File: config.mk
export PLATFORM = sky130hd
export DESIGN_NAME = baud_divisor_calculator_core
export DESIGN_NICKNAME = d
export VERILOG_FILES = /design/src/hdl/bdc_pkg.sv /design/src/hdl/bdc_csr.sv /design/src/hdl/bdc_select.sv /design/src/hdl/bdc_div_stage.sv /design/src/hdl/baud_divisor_calculator_core.sv
export VERILOG_INCLUDE_DIRS = /design/src /design/src/hdl
export SDC_FILE = /design/constraint.sdc
export NUM_CORES = 2
export LEC_CHECK = 0
export ABC_AREA = 1
export BUFFER_PORTS_ARGS = -buffer_cell sky130_fd_sc_hd__buf_2
export CORE_MARGIN = 3
export CORE_UTILIZATION = 45
export DETAILED_ROUTE_END_ITERATION = 7
export PLACE_DENSITY = 0.71
export SLEW_MARGIN = 25
export SYNTH_ARGS = -nofsm -noshare
export SYNTH_HDL_FRONTEND = slang
export SYNTH_SLANG_ARGS = --single-unit
File: constraint.sdc
create_clock -name clock -period 5.65 [get_ports clock]
set_input_delay 0 -clock clock [delete_from_list [all_inputs] [get_ports clock]]
set_output_delay 0 -clock clock [all_outputs]
set_load 0.005 [all_outputs]
File: src/hdl/assert_macros.svh
// Assertion macros shared by the baud divisor calculator RTL.
// Each macro expands to one labeled concurrent assertion that is disabled while its reset argument is high.
`ifndef ASSERT_MACROS_SVH
`define ASSERT_MACROS_SVH

// Same-cycle implication.
`define ASSERT_IMPLIES(label, clk, rst, ante, cons, msg) \
   label: assert property (@(posedge clk) disable iff (rst) (ante) |-> (cons)) \
      else $error(msg);

// Next-cycle implication.
`define ASSERT_NEXT(label, clk, rst, ante, cons, msg) \
   label: assert property (@(posedge clk) disable iff (rst) (ante) |=> (cons)) \
      else $error(msg);

`endif

File: src/hdl/bdc_pkg.sv
// Shared types and constants for the baud divisor calculator.
// No dependencies; imported by every module of the block.
package bdc_pkg;

   localparam int unsigned RATE_WIDTH  = 24;
   localparam int unsigned CLOCK_WIDTH = 32;
   localparam int unsigned VALUE_WIDTH = 16;
   localparam int unsigned MODE_WIDTH  = 3;
   localparam int unsigned ADDR_WIDTH  = 3;
   // One quotient bit is resolved per divider stage.
   localparam int unsigned DIV_STEPS   = 32;

   localparam logic [CLOCK_WIDTH-1:0] CLOCK_RESET = 32'd48000000;

   // Register index taken from the word address.
   localparam logic REG_REF_CLOCK = 1'b0;

   // Oversampling codes.
   localparam logic [MODE_WIDTH-1:0] MODE_16X = 3'h0;
   localparam logic [MODE_WIDTH-1:0] MODE_8X  = 3'h2;
   localparam logic [MODE_WIDTH-1:0] MODE_3X  = 3'h4;

   // Payload carried through the divider pipeline.
   typedef struct packed {
      logic [CLOCK_WIDTH-1:0] rem;
      logic [CLOCK_WIDTH-1:0] quo;
      logic [MODE_WIDTH-1:0]  mode;
      logic                   unsup;
   } div_data_type;

   // Write strobe and data from the register port to the register itself.
   typedef struct packed {
      logic                   wr_en;
      logic [CLOCK_WIDTH-1:0] wr_data;
   } csr_write_type;

endpackage

File: src/hdl/bdc_csr.sv
// APB-style configuration port holding the reference clock register.
// Depends on bdc_pkg.
module bdc_csr
   import bdc_pkg::*;
(
   input  logic                   clock,
   input  logic                   reset,
   input  logic                   csr_psel,
   input  logic                   csr_penable,
   input  logic                   csr_pwrite,
   input  logic [ADDR_WIDTH-1:0]  csr_paddr,
   input  logic [CLOCK_WIDTH-1:0] csr_pwdata,
   output logic [CLOCK_WIDTH-1:0] csr_prdata,
   output logic                   csr_pready,
   output logic [CLOCK_WIDTH-1:0] ref_clock
);

   csr_write_type wr;
   logic [CLOCK_WIDTH-1:0] ref_clock_ff;
   logic                   reg_index;

   // Byte address 4*i selects register i; the low two bits are ignored.
   assign reg_index = csr_paddr[2];

   always_comb begin
      wr.wr_en   = csr_psel && csr_penable && csr_pwrite && (reg_index == REG_REF_CLOCK);
      wr.wr_data = csr_pwdata;
   end

   always_ff @(posedge clock) begin
      if (reset) begin
         ref_clock_ff <= CLOCK_RESET;
      end else if (wr.wr_en) begin
         ref_clock_ff <= wr.wr_data;
      end
   end

   always_comb begin
      if (reg_index == REG_REF_CLOCK) begin
         csr_prdata = ref_clock_ff;
      end else begin
         csr_prdata = '0;
      end
   end

   assign csr_pready = 1'b1;
   assign ref_clock  = ref_clock_ff;

endmodule

File: src/hdl/bdc_select.sv
// Entry stage: picks the oversampling factor and seeds the divider.
// Depends on bdc_pkg.
module bdc_select
   import bdc_pkg::*;
(
   input  logic                   clock,
   input  logic                   reset,
   input  logic [CLOCK_WIDTH-1:0] ref_clock,
   input  logic                   in_valid,
   output logic                   in_ready,
   input  logic [RATE_WIDTH-1:0]  in_rate,
   output logic                   out_valid,
   input  logic                   out_ready,
   output div_data_type           out_data
);

   logic         valid_ff;
   div_data_type data_ff;
   div_data_type data_in;

   logic [CLOCK_WIDTH-1:0] prod16;
   logic [CLOCK_WIDTH-1:0] prod8;
   logic [CLOCK_WIDTH-1:0] prod3;
   logic                   clock_zero;

   always_comb begin
      prod16     = {4'd0, in_rate, 4'd0};
      prod8      = {5'd0, in_rate, 3'd0};
      prod3      = {8'd0, in_rate} + {7'd0, in_rate, 1'b0};
      clock_zero = (ref_clock == '0);
   end

   // The remainder must start below the divisor; an exact fit gives a quotient
   // of 2^32, whose low 32 bits are all zero, so the remainder starts at zero.
   always_comb begin
      data_in.quo = '0;
      priority if (clock_zero) begin
         data_in.rem   = '0;
         data_in.mode  = MODE_16X;
         data_in.unsup = 1'b1;
      end else if (prod16 <= ref_clock) begin
         data_in.rem   = (prod16 == ref_clock) ? '0 : prod16;
         data_in.mode  = MODE_16X;
         data_in.unsup = 1'b0;
      end else if (prod8 <= ref_clock) begin
         data_in.rem   = (prod8 == ref_clock) ? '0 : prod8;
         data_in.mode  = MODE_8X;
         data_in.unsup = 1'b0;
      end else if (prod3 <= ref_clock) begin
         data_in.rem   = (prod3 == ref_clock) ? '0 : prod3;
         data_in.mode  = MODE_3X;
         data_in.unsup = 1'b0;
      end else begin
         data_in.rem   = '0;
         data_in.mode  = MODE_16X;
         data_in.unsup = 1'b1;
      end
   end

   assign in_ready = !valid_ff || out_ready;

   always_ff @(posedge clock) begin
      if (reset) begin
         valid_ff <= 1'b0;
      end else if (in_ready) begin
         valid_ff <= in_valid;
      end
   end

   always_ff @(posedge clock) begin
      if (in_ready && in_valid) begin
         data_ff <= data_in;
      end
   end

   assign out_valid = valid_ff;
   assign out_data  = data_ff;

endmodule

File: src/hdl/bdc_div_stage.sv
// One restoring division step: resolves a single quotient bit per stage.
// Depends on bdc_pkg.
module bdc_div_stage
   import bdc_pkg::*;
(
   input  logic                   clock,
   input  logic                   reset,
   input  logic [CLOCK_WIDTH-1:0] divisor,
   input  logic                   in_valid,
   output logic                   in_ready,
   input  div_data_type           in_data,
   output logic                   out_valid,
   input  logic                   out_ready,
   output div_data_type           out_data
);

   logic         valid_ff;
   div_data_type data_ff;
   div_data_type data_in;

   logic [CLOCK_WIDTH:0] shifted;
   logic [CLOCK_WIDTH:0] diff;
   logic                 fits;

   // The remainder stays below the divisor, so the shifted value fits in
   // one extra bit and the difference fits back into the remainder width.
   always_comb begin
      shifted      = {in_data.rem, 1'b0};
      diff         = shifted - {1'b0, divisor};
      fits         = (shifted >= {1'b0, divisor});
      data_in      = in_data;
      data_in.rem  = fits ? diff[CLOCK_WIDTH-1:0] : shifted[CLOCK_WIDTH-1:0];
      data_in.quo  = {in_data.quo[CLOCK_WIDTH-2:0], fits};
   end

   assign in_ready = !valid_ff || out_ready;

   always_ff @(posedge clock) begin
      if (reset) begin
         valid_ff <= 1'b0;
      end else if (in_ready) begin
         valid_ff <= in_valid;
      end
   end

   always_ff @(posedge clock) begin
      if (in_ready && in_valid) begin
         data_ff <= data_in;
      end
   end

   assign out_valid = valid_ff;
   assign out_data  = data_ff;

endmodule

File: src/hdl/baud_divisor_calculator_core.sv
// Baud divisor calculator: one result per request, through factor select,
// 32 restoring division stages and an output register. Throughput is one
// request per cycle while the output is not stalled; the divider resolves one
// quotient bit per stage. Stalls back up stage by stage, filling bubbles.
// Synchronous reset empties the pipeline and loads the reference clock with
// 48 MHz; reset needs no clearing pass.
`include "assert_macros.svh"

module baud_divisor_calculator_core
   import bdc_pkg::*;
(
   input  logic                   clock,
   input  logic                   reset,
   input  logic                   req_valid,
   output logic                   req_ready,
   input  logic [RATE_WIDTH-1:0]  req_baud_rate,
   output logic                   rsp_valid,
   input  logic                   rsp_ready,
   output logic [VALUE_WIDTH-1:0] rsp_baud_value,
   output logic [MODE_WIDTH-1:0]  rsp_sample_mode,
   output logic                   rsp_unsupported,
   input  logic                   csr_psel,
   input  logic                   csr_penable,
   input  logic                   csr_pwrite,
   input  logic [ADDR_WIDTH-1:0]  csr_paddr,
   input  logic [CLOCK_WIDTH-1:0] csr_pwdata,
   output logic [CLOCK_WIDTH-1:0] csr_prdata,
   output logic                   csr_pready
);

   logic [CLOCK_WIDTH-1:0] ref_clock;

   // Index 0 is the select stage output, index DIV_STEPS the last divider stage.
   logic         stage_valid [DIV_STEPS+1];
   logic         stage_ready [DIV_STEPS+1];
   div_data_type stage_data  [DIV_STEPS+1];

   logic                   out_valid_ff;
   logic [VALUE_WIDTH-1:0] out_value_ff;
   logic [MODE_WIDTH-1:0]  out_mode_ff;
   logic                   out_unsup_ff;
   logic [VALUE_WIDTH-1:0] out_value_in;
   logic [CLOCK_WIDTH-1:0] scale;
   logic                   out_in_ready;

   bdc_csr u_csr (
      .clock       (clock),
      .reset       (reset),
      .csr_psel    (csr_psel),
      .csr_penable (csr_penable),
      .csr_pwrite  (csr_pwrite),
      .csr_paddr   (csr_paddr),
      .csr_pwdata  (csr_pwdata),
      .csr_prdata  (csr_prdata),
      .csr_pready  (csr_pready),
      .ref_clock   (ref_clock)
   );

   bdc_select u_select (
      .clock     (clock),
      .reset     (reset),
      .ref_clock (ref_clock),
      .in_valid  (req_valid),
      .in_ready  (req_ready),
      .in_rate   (req_baud_rate),
      .out_valid (stage_valid[0]),
      .out_ready (stage_ready[0]),
      .out_data  (stage_data[0])
   );

   for (genvar i = 0; i < DIV_STEPS; i++) begin : g_div
      bdc_div_stage u_stage (
         .clock     (clock),
         .reset     (reset),
         .divisor   (ref_clock),
         .in_valid  (stage_valid[i]),
         .in_ready  (stage_ready[i]),
         .in_data   (stage_data[i]),
         .out_valid (stage_valid[i+1]),
         .out_ready (stage_ready[i+1]),
         .out_data  (stage_data[i+1])
      );
   end

   // The quotient's low 32 bits suffice: 2^32 minus the ratio, modulo 2^32,
   // already wraps the exact-fit and zero-rate cases to a value of zero.
   always_comb begin
      scale = '0 - stage_data[DIV_STEPS].quo;
      if (stage_data[DIV_STEPS].unsup) begin
         out_value_in = '0;
      end else begin
         out_value_in = scale[CLOCK_WIDTH-1:CLOCK_WIDTH-VALUE_WIDTH];
      end
   end

   assign out_in_ready          = !out_valid_ff || rsp_ready;
   assign stage_ready[DIV_STEPS] = out_in_ready;

   always_ff @(posedge clock) begin
      if (reset) begin
         out_valid_ff <= 1'b0;
      end else if (out_in_ready) begin
         out_valid_ff <= stage_valid[DIV_STEPS];
      end
   end

   always_ff @(posedge clock) begin
      if (out_in_ready && stage_valid[DIV_STEPS]) begin
         out_value_ff <= out_value_in;
         out_mode_ff  <= stage_data[DIV_STEPS].mode;
         out_unsup_ff <= stage_data[DIV_STEPS].unsup;
      end
   end

   assign rsp_valid       = out_valid_ff;
   assign rsp_baud_value  = out_value_ff;
   assign rsp_sample_mode = out_mode_ff;
   assign rsp_unsupported = out_unsup_ff;

   `ASSERT_IMPLIES(a_unsup_zero, clock, reset, rsp_valid && rsp_unsupported,
      (rsp_baud_value == '0) && (rsp_sample_mode == MODE_16X),
      "unsupported transaction carries nonzero fields")
   `ASSERT_IMPLIES(a_mode_code, clock, reset, rsp_valid,
      (rsp_sample_mode == MODE_16X) || (rsp_sample_mode == MODE_8X)
         || (rsp_sample_mode == MODE_3X),
      "illegal oversampling code")
   `ASSERT_IMPLIES(a_ready_empty, clock, reset, !rsp_valid, req_ready,
      "request stalled while output register is empty")
   `ASSERT_NEXT(a_reset_empty, clock, 1'b0, reset, !rsp_valid,
      "result present right after reset")

endmodule
==> summary.md <==
| Metric | Value |
|---|---|
| Status | `finished, final reports clean` |
| Post-synthesis cell type count | `78` |
| Die X-Extent | `501 um` |
| Max-cap violations | `0` |
| Detailed Place HPWL | `222000 um` |
| Mean area per synthesized cell | `9.65 um2` |
| Ports | `121` |
| Drt total wl | `305000 um` |
| Clock transition at path regs | `70 ps` |
| DR vias/cell | `5.62` |
| Critical path peak fanout | `4` |
| Post-Synth Simple-Gate Area | `13.0%` |
| Max Slew Vio Count | `0` |
| Commonest non-fill, non-tap cell in the layout | `nand2_1` |
| Initial Util | `45.5%` |
| Worst skew pair latency | `890 ps` |
| First-pass GRT wire length | `462000 um` |
| Worst Max-Slew Pin Slew | `1040 ps` |
| Wire length per cell | `20.2 um` |
| GR Util All Layers | `23.8%` |
| Crit start category | `input pin` |
| H-tree levels | `4` |
| Post-synth EDFFs | `1666` |
| Normalized max-slew margin | `30.2%` |
| Final period utilization | `93.8%` |
| VDD IR max | `302 uV` |
| P&R area growth vs syn | `11.7%` |
| TritonCTS buffer count | `186` |
| Largest net degree at the start of global routing | `67` |
| Non-Filler Instances | `15143` |
| Initial drt markers | `7830` |
| Synth top area share | `45.5%` |
| Clock Skew | `109 ps` |
| R2R cell count | `17` |
| Post-placement worst setup slack | `415 ps` |
| Power Density | `247 nW/um2` |
| Slack of the worst reg-to-reg path | `670 ps` |
| Setup CP Type | `in2reg` |
| Max Fclk | `189 MHz` |
| Post-synthesis net count | `12616` |
| Clock buffer depth | `3` |
| Synth Area in Compound Gates | `16.1%` |
| Core area | `242000 um2` |
| Critical path origin | `req_baud_rate[0]` |
| Most frequent cells in the layout | `nand2_1 (2346), edfxtp_1 (1666), a21oi_1 (1178)` |
| Sink Count | `1732` |
| Worst Path Required | `6260 ps` |
| Crit path arrival time | `5900 ps` |
| Register area | `51400 um2` |
| Via count | `85079` |
| R2R Path End | `u_select.out_data[56]$_SDFFCE_PP0P_` |
| Worst reg2reg path startpoint | `u_csr.ref_clock[18]$_SDFFE_PP1P_` |
| Setup ws final | `353 ps` |
| Die Ht | `501 um` |
| Post-synth top area cell | `edfxtp_1` |
| Number of global-route vias before repair | `79667` |
| Share of cells above drive strength 1 | `7.20%` |
| Post-Synth Adder-Cell Area | `13.3%` |
| Residual DRC | `0` |
| Most frequent CP cell | `nand2_1` |
| Fill cells | `21679` |
| Global route overflow | `0` |
| Final setup fails | `0` |
| Final ANT Viol Nets | `0` |
| Final nets | `13010` |
| Final min period | `5300 ps` |
| TritonRoute pass-1 iters | `6` |
| Root buffer cell | `clkbuf_16` |
| Standard-cell rows | `180` |
| Worst setup path endpoint | `u_select.out_data[47]$_SDFFCE_PP0P_` |
| Worst Hold Class | `in2reg` |
| Synthesized cell area | `110000 um2` |
| Die Footprint | `251000 um2` |
| TritonCTS clock tree | `done` |
| Synth Warn # | `0` |
| Post-synthesis mux area share | `0%` |
| Primary FF master, synth | `edfxtp_1` |
| Routability cong. | `0.940` |
| Initial antenna violation count | `12` |
| Ys async rst share | `0%` |
| Hold Vio Cnt, Final | `0` |
| Multi-input logic area | `55000 um2` |
| #FFs+latches synth | `1732` |
| Synth Area in XOR/XNOR | `7.46%` |
| Slowest cell on crit path | `dlygate4sd3_1` |
| Syn Inst Count | `11400` |
| I/O Buffers | `116` |
| Largest family of logic cells by synthesized area | `compound AO/OA/AOI/OAI gates` |
| Leakage | `46.6 nW` |
| Placed Instances | `14659` |
| Most area-consuming cells after synthesis | `edfxtp_1 (45%), ha_1 (13%), nand2_1 (8.0%)` |
| Critical Path Max Stage Delay | `600 ps` |
| CP endpoint kind | `register` |
| Sequential cell area fraction in the yosys report | `46.7%` |
[per-layer routing]
| metal | GRT usage, % | part of all wire (%) | vias up |
|---|---|---|---|
| li1 | - | - | 41669 |
| met1 | 32.2 | 43 | 39752 |
| met2 | 38.1 | 45 | 2994 |
| met3 | 4.09 | 7.9 | 662 |
| met4 | 9.50 | 4.3 | 2 |
| met5 | 0 | 0.0046 | - |
[sequential cells by signal, summed over array words and instances (netlist names), 2 cells and up]
register                 count
g_div.u_stage.out_data    1616
g_div.u_stage.out_valid     32
rsp_baud_value              16
rsp_sample_mode              2
u_csr.ref_clock             32
u_select.out_data           31
[cell usage after synthesis, types with 18 or more instances]
cell type,number
nand2_1,2346
edfxtp_1,1666
a21oi_1,1182
o21ai_0,1177
ha_1,1118
inv_1,670
nor2_1,630
xnor2_1,577
xor2_1,360
nand3_1,202
o21ai_1,202
buf_2,98
o21a_1,80
a21o_1,75
nor4_1,73
clkbuf_1,71
o21ai_2,69
dfxtp_1,66
nand4_1,66
nor3_1,49
a221oi_1,48
nand2_2,47
a21boi_0,36
o31ai_1,36
fa_1,32
o211ai_1,32
a31oi_1,30
o21bai_1,29
inv_2,25
a311oi_1,22
a21boi_1,20
a21oi_2,20
a32oi_1,19
buf_4,18
o221ai_1,18
[critical path: cells and delay by family]
| family | cells | cell delay [ps] |
|---|---|---|
| and+or+nand+nor | 28 | 2240 |
| buffers and inverters | 6 | 1710 |
| adders and majority gates | 3 | 940 |
| AOI/OAI and AO/OA | 5 | 840 |
| xor gates and xnor gates | 1 | 130 |
[kinds of logic (layout without fill, tap and decap cells)]
group / after synthesis / count (layout)
buffers and inverters: 918 / 1463
xor gates and xnor gates: 937 / 937
adders and majority gates: 1150 / 1150
AOI/OAI and AO/OA: 3166 / 3166
other: 2 / 15
and+or+nand+nor: 3495 / 3495
DFF: 1732 / 1732
[worst min-delay path by stage]
stage / cells past startpoint / startpoint / end / slack, ps
2_1_floorplan: 2 / csr_pwdata[10] / u_csr.ref_clock[10]$_SDFFE_PP1P_ / 130
3_3_place_gp: 3 / csr_pwdata[19] / u_csr.ref_clock[19]$_SDFFE_PP1P_ / 220
3_5_place_dp: 3 / csr_pwdata[19] / u_csr.ref_clock[19]$_SDFFE_PP1P_ / 220
4_1_cts: 4 / csr_pwdata[29] / u_csr.ref_clock[29]$_SDFFE_PP0P_ / 2
5_1_grt: 4 / csr_pwdata[5] / u_csr.ref_clock[5]$_SDFFE_PP0P_ / 60
6_report: 4 / csr_pwdata[4] / u_csr.ref_clock[4]$_SDFFE_PP0P_ / 50
[final cells by class]
class / instances / area share, %
Antenna cell: 13 / 0.0265
Clock buffer: 234 / 4.03
Clock inverter: 105 / 1.02
Inverter: 700 / 2.18
Multi-Input combinational cell: 8750 / 44.8
Sequential cell: 1732 / 41.8
Tap cell: 3185 / 3.24
Timing Repair Buffer: 424 / 2.94
[what timing repair did]
| item | 4_1_cts | 5_1_grt |
|---|---|---|
| hold buffers | 125 | 0 |
| endpoints found under the hold margin | 181 | 0 |
| gates resized for setup | 0 | 3 |
| endpoints found under the setup margin | 0 | 15 |
| buffers inserted | 0 | 6 |
[where the power goes]
group | switching (mW) | internal, mW
sequential | 0.0984 | 14.2
clock | 5.31 | 6.97
combinational | 2.36 | 1.45
total | 7.77 | 22.6
[stage by stage]
step | cell area (um2) | setup TNS [ps] | hold slack [ps] | total power, mW | util (%)
2_1_floorplan | 110000 | 0 | 130 | 17.1 | -
3_3_place_gp | 115000 | 0 | 224 | 18.1 | 47.7
3_5_place_dp | 115000 | 0 | 224 | 18.1 | 47.7
4_1_cts | 123000 | 0 | 1.76 | 30.5 | 50.8
5_1_grt | 123000 | -3.47 | 61.4 | 31.5 | 50.8
6_report | 123000 | 0 | 48.2 | 30.4 | 50.8
Note: power is estimated with default switching activity, not from simulation.
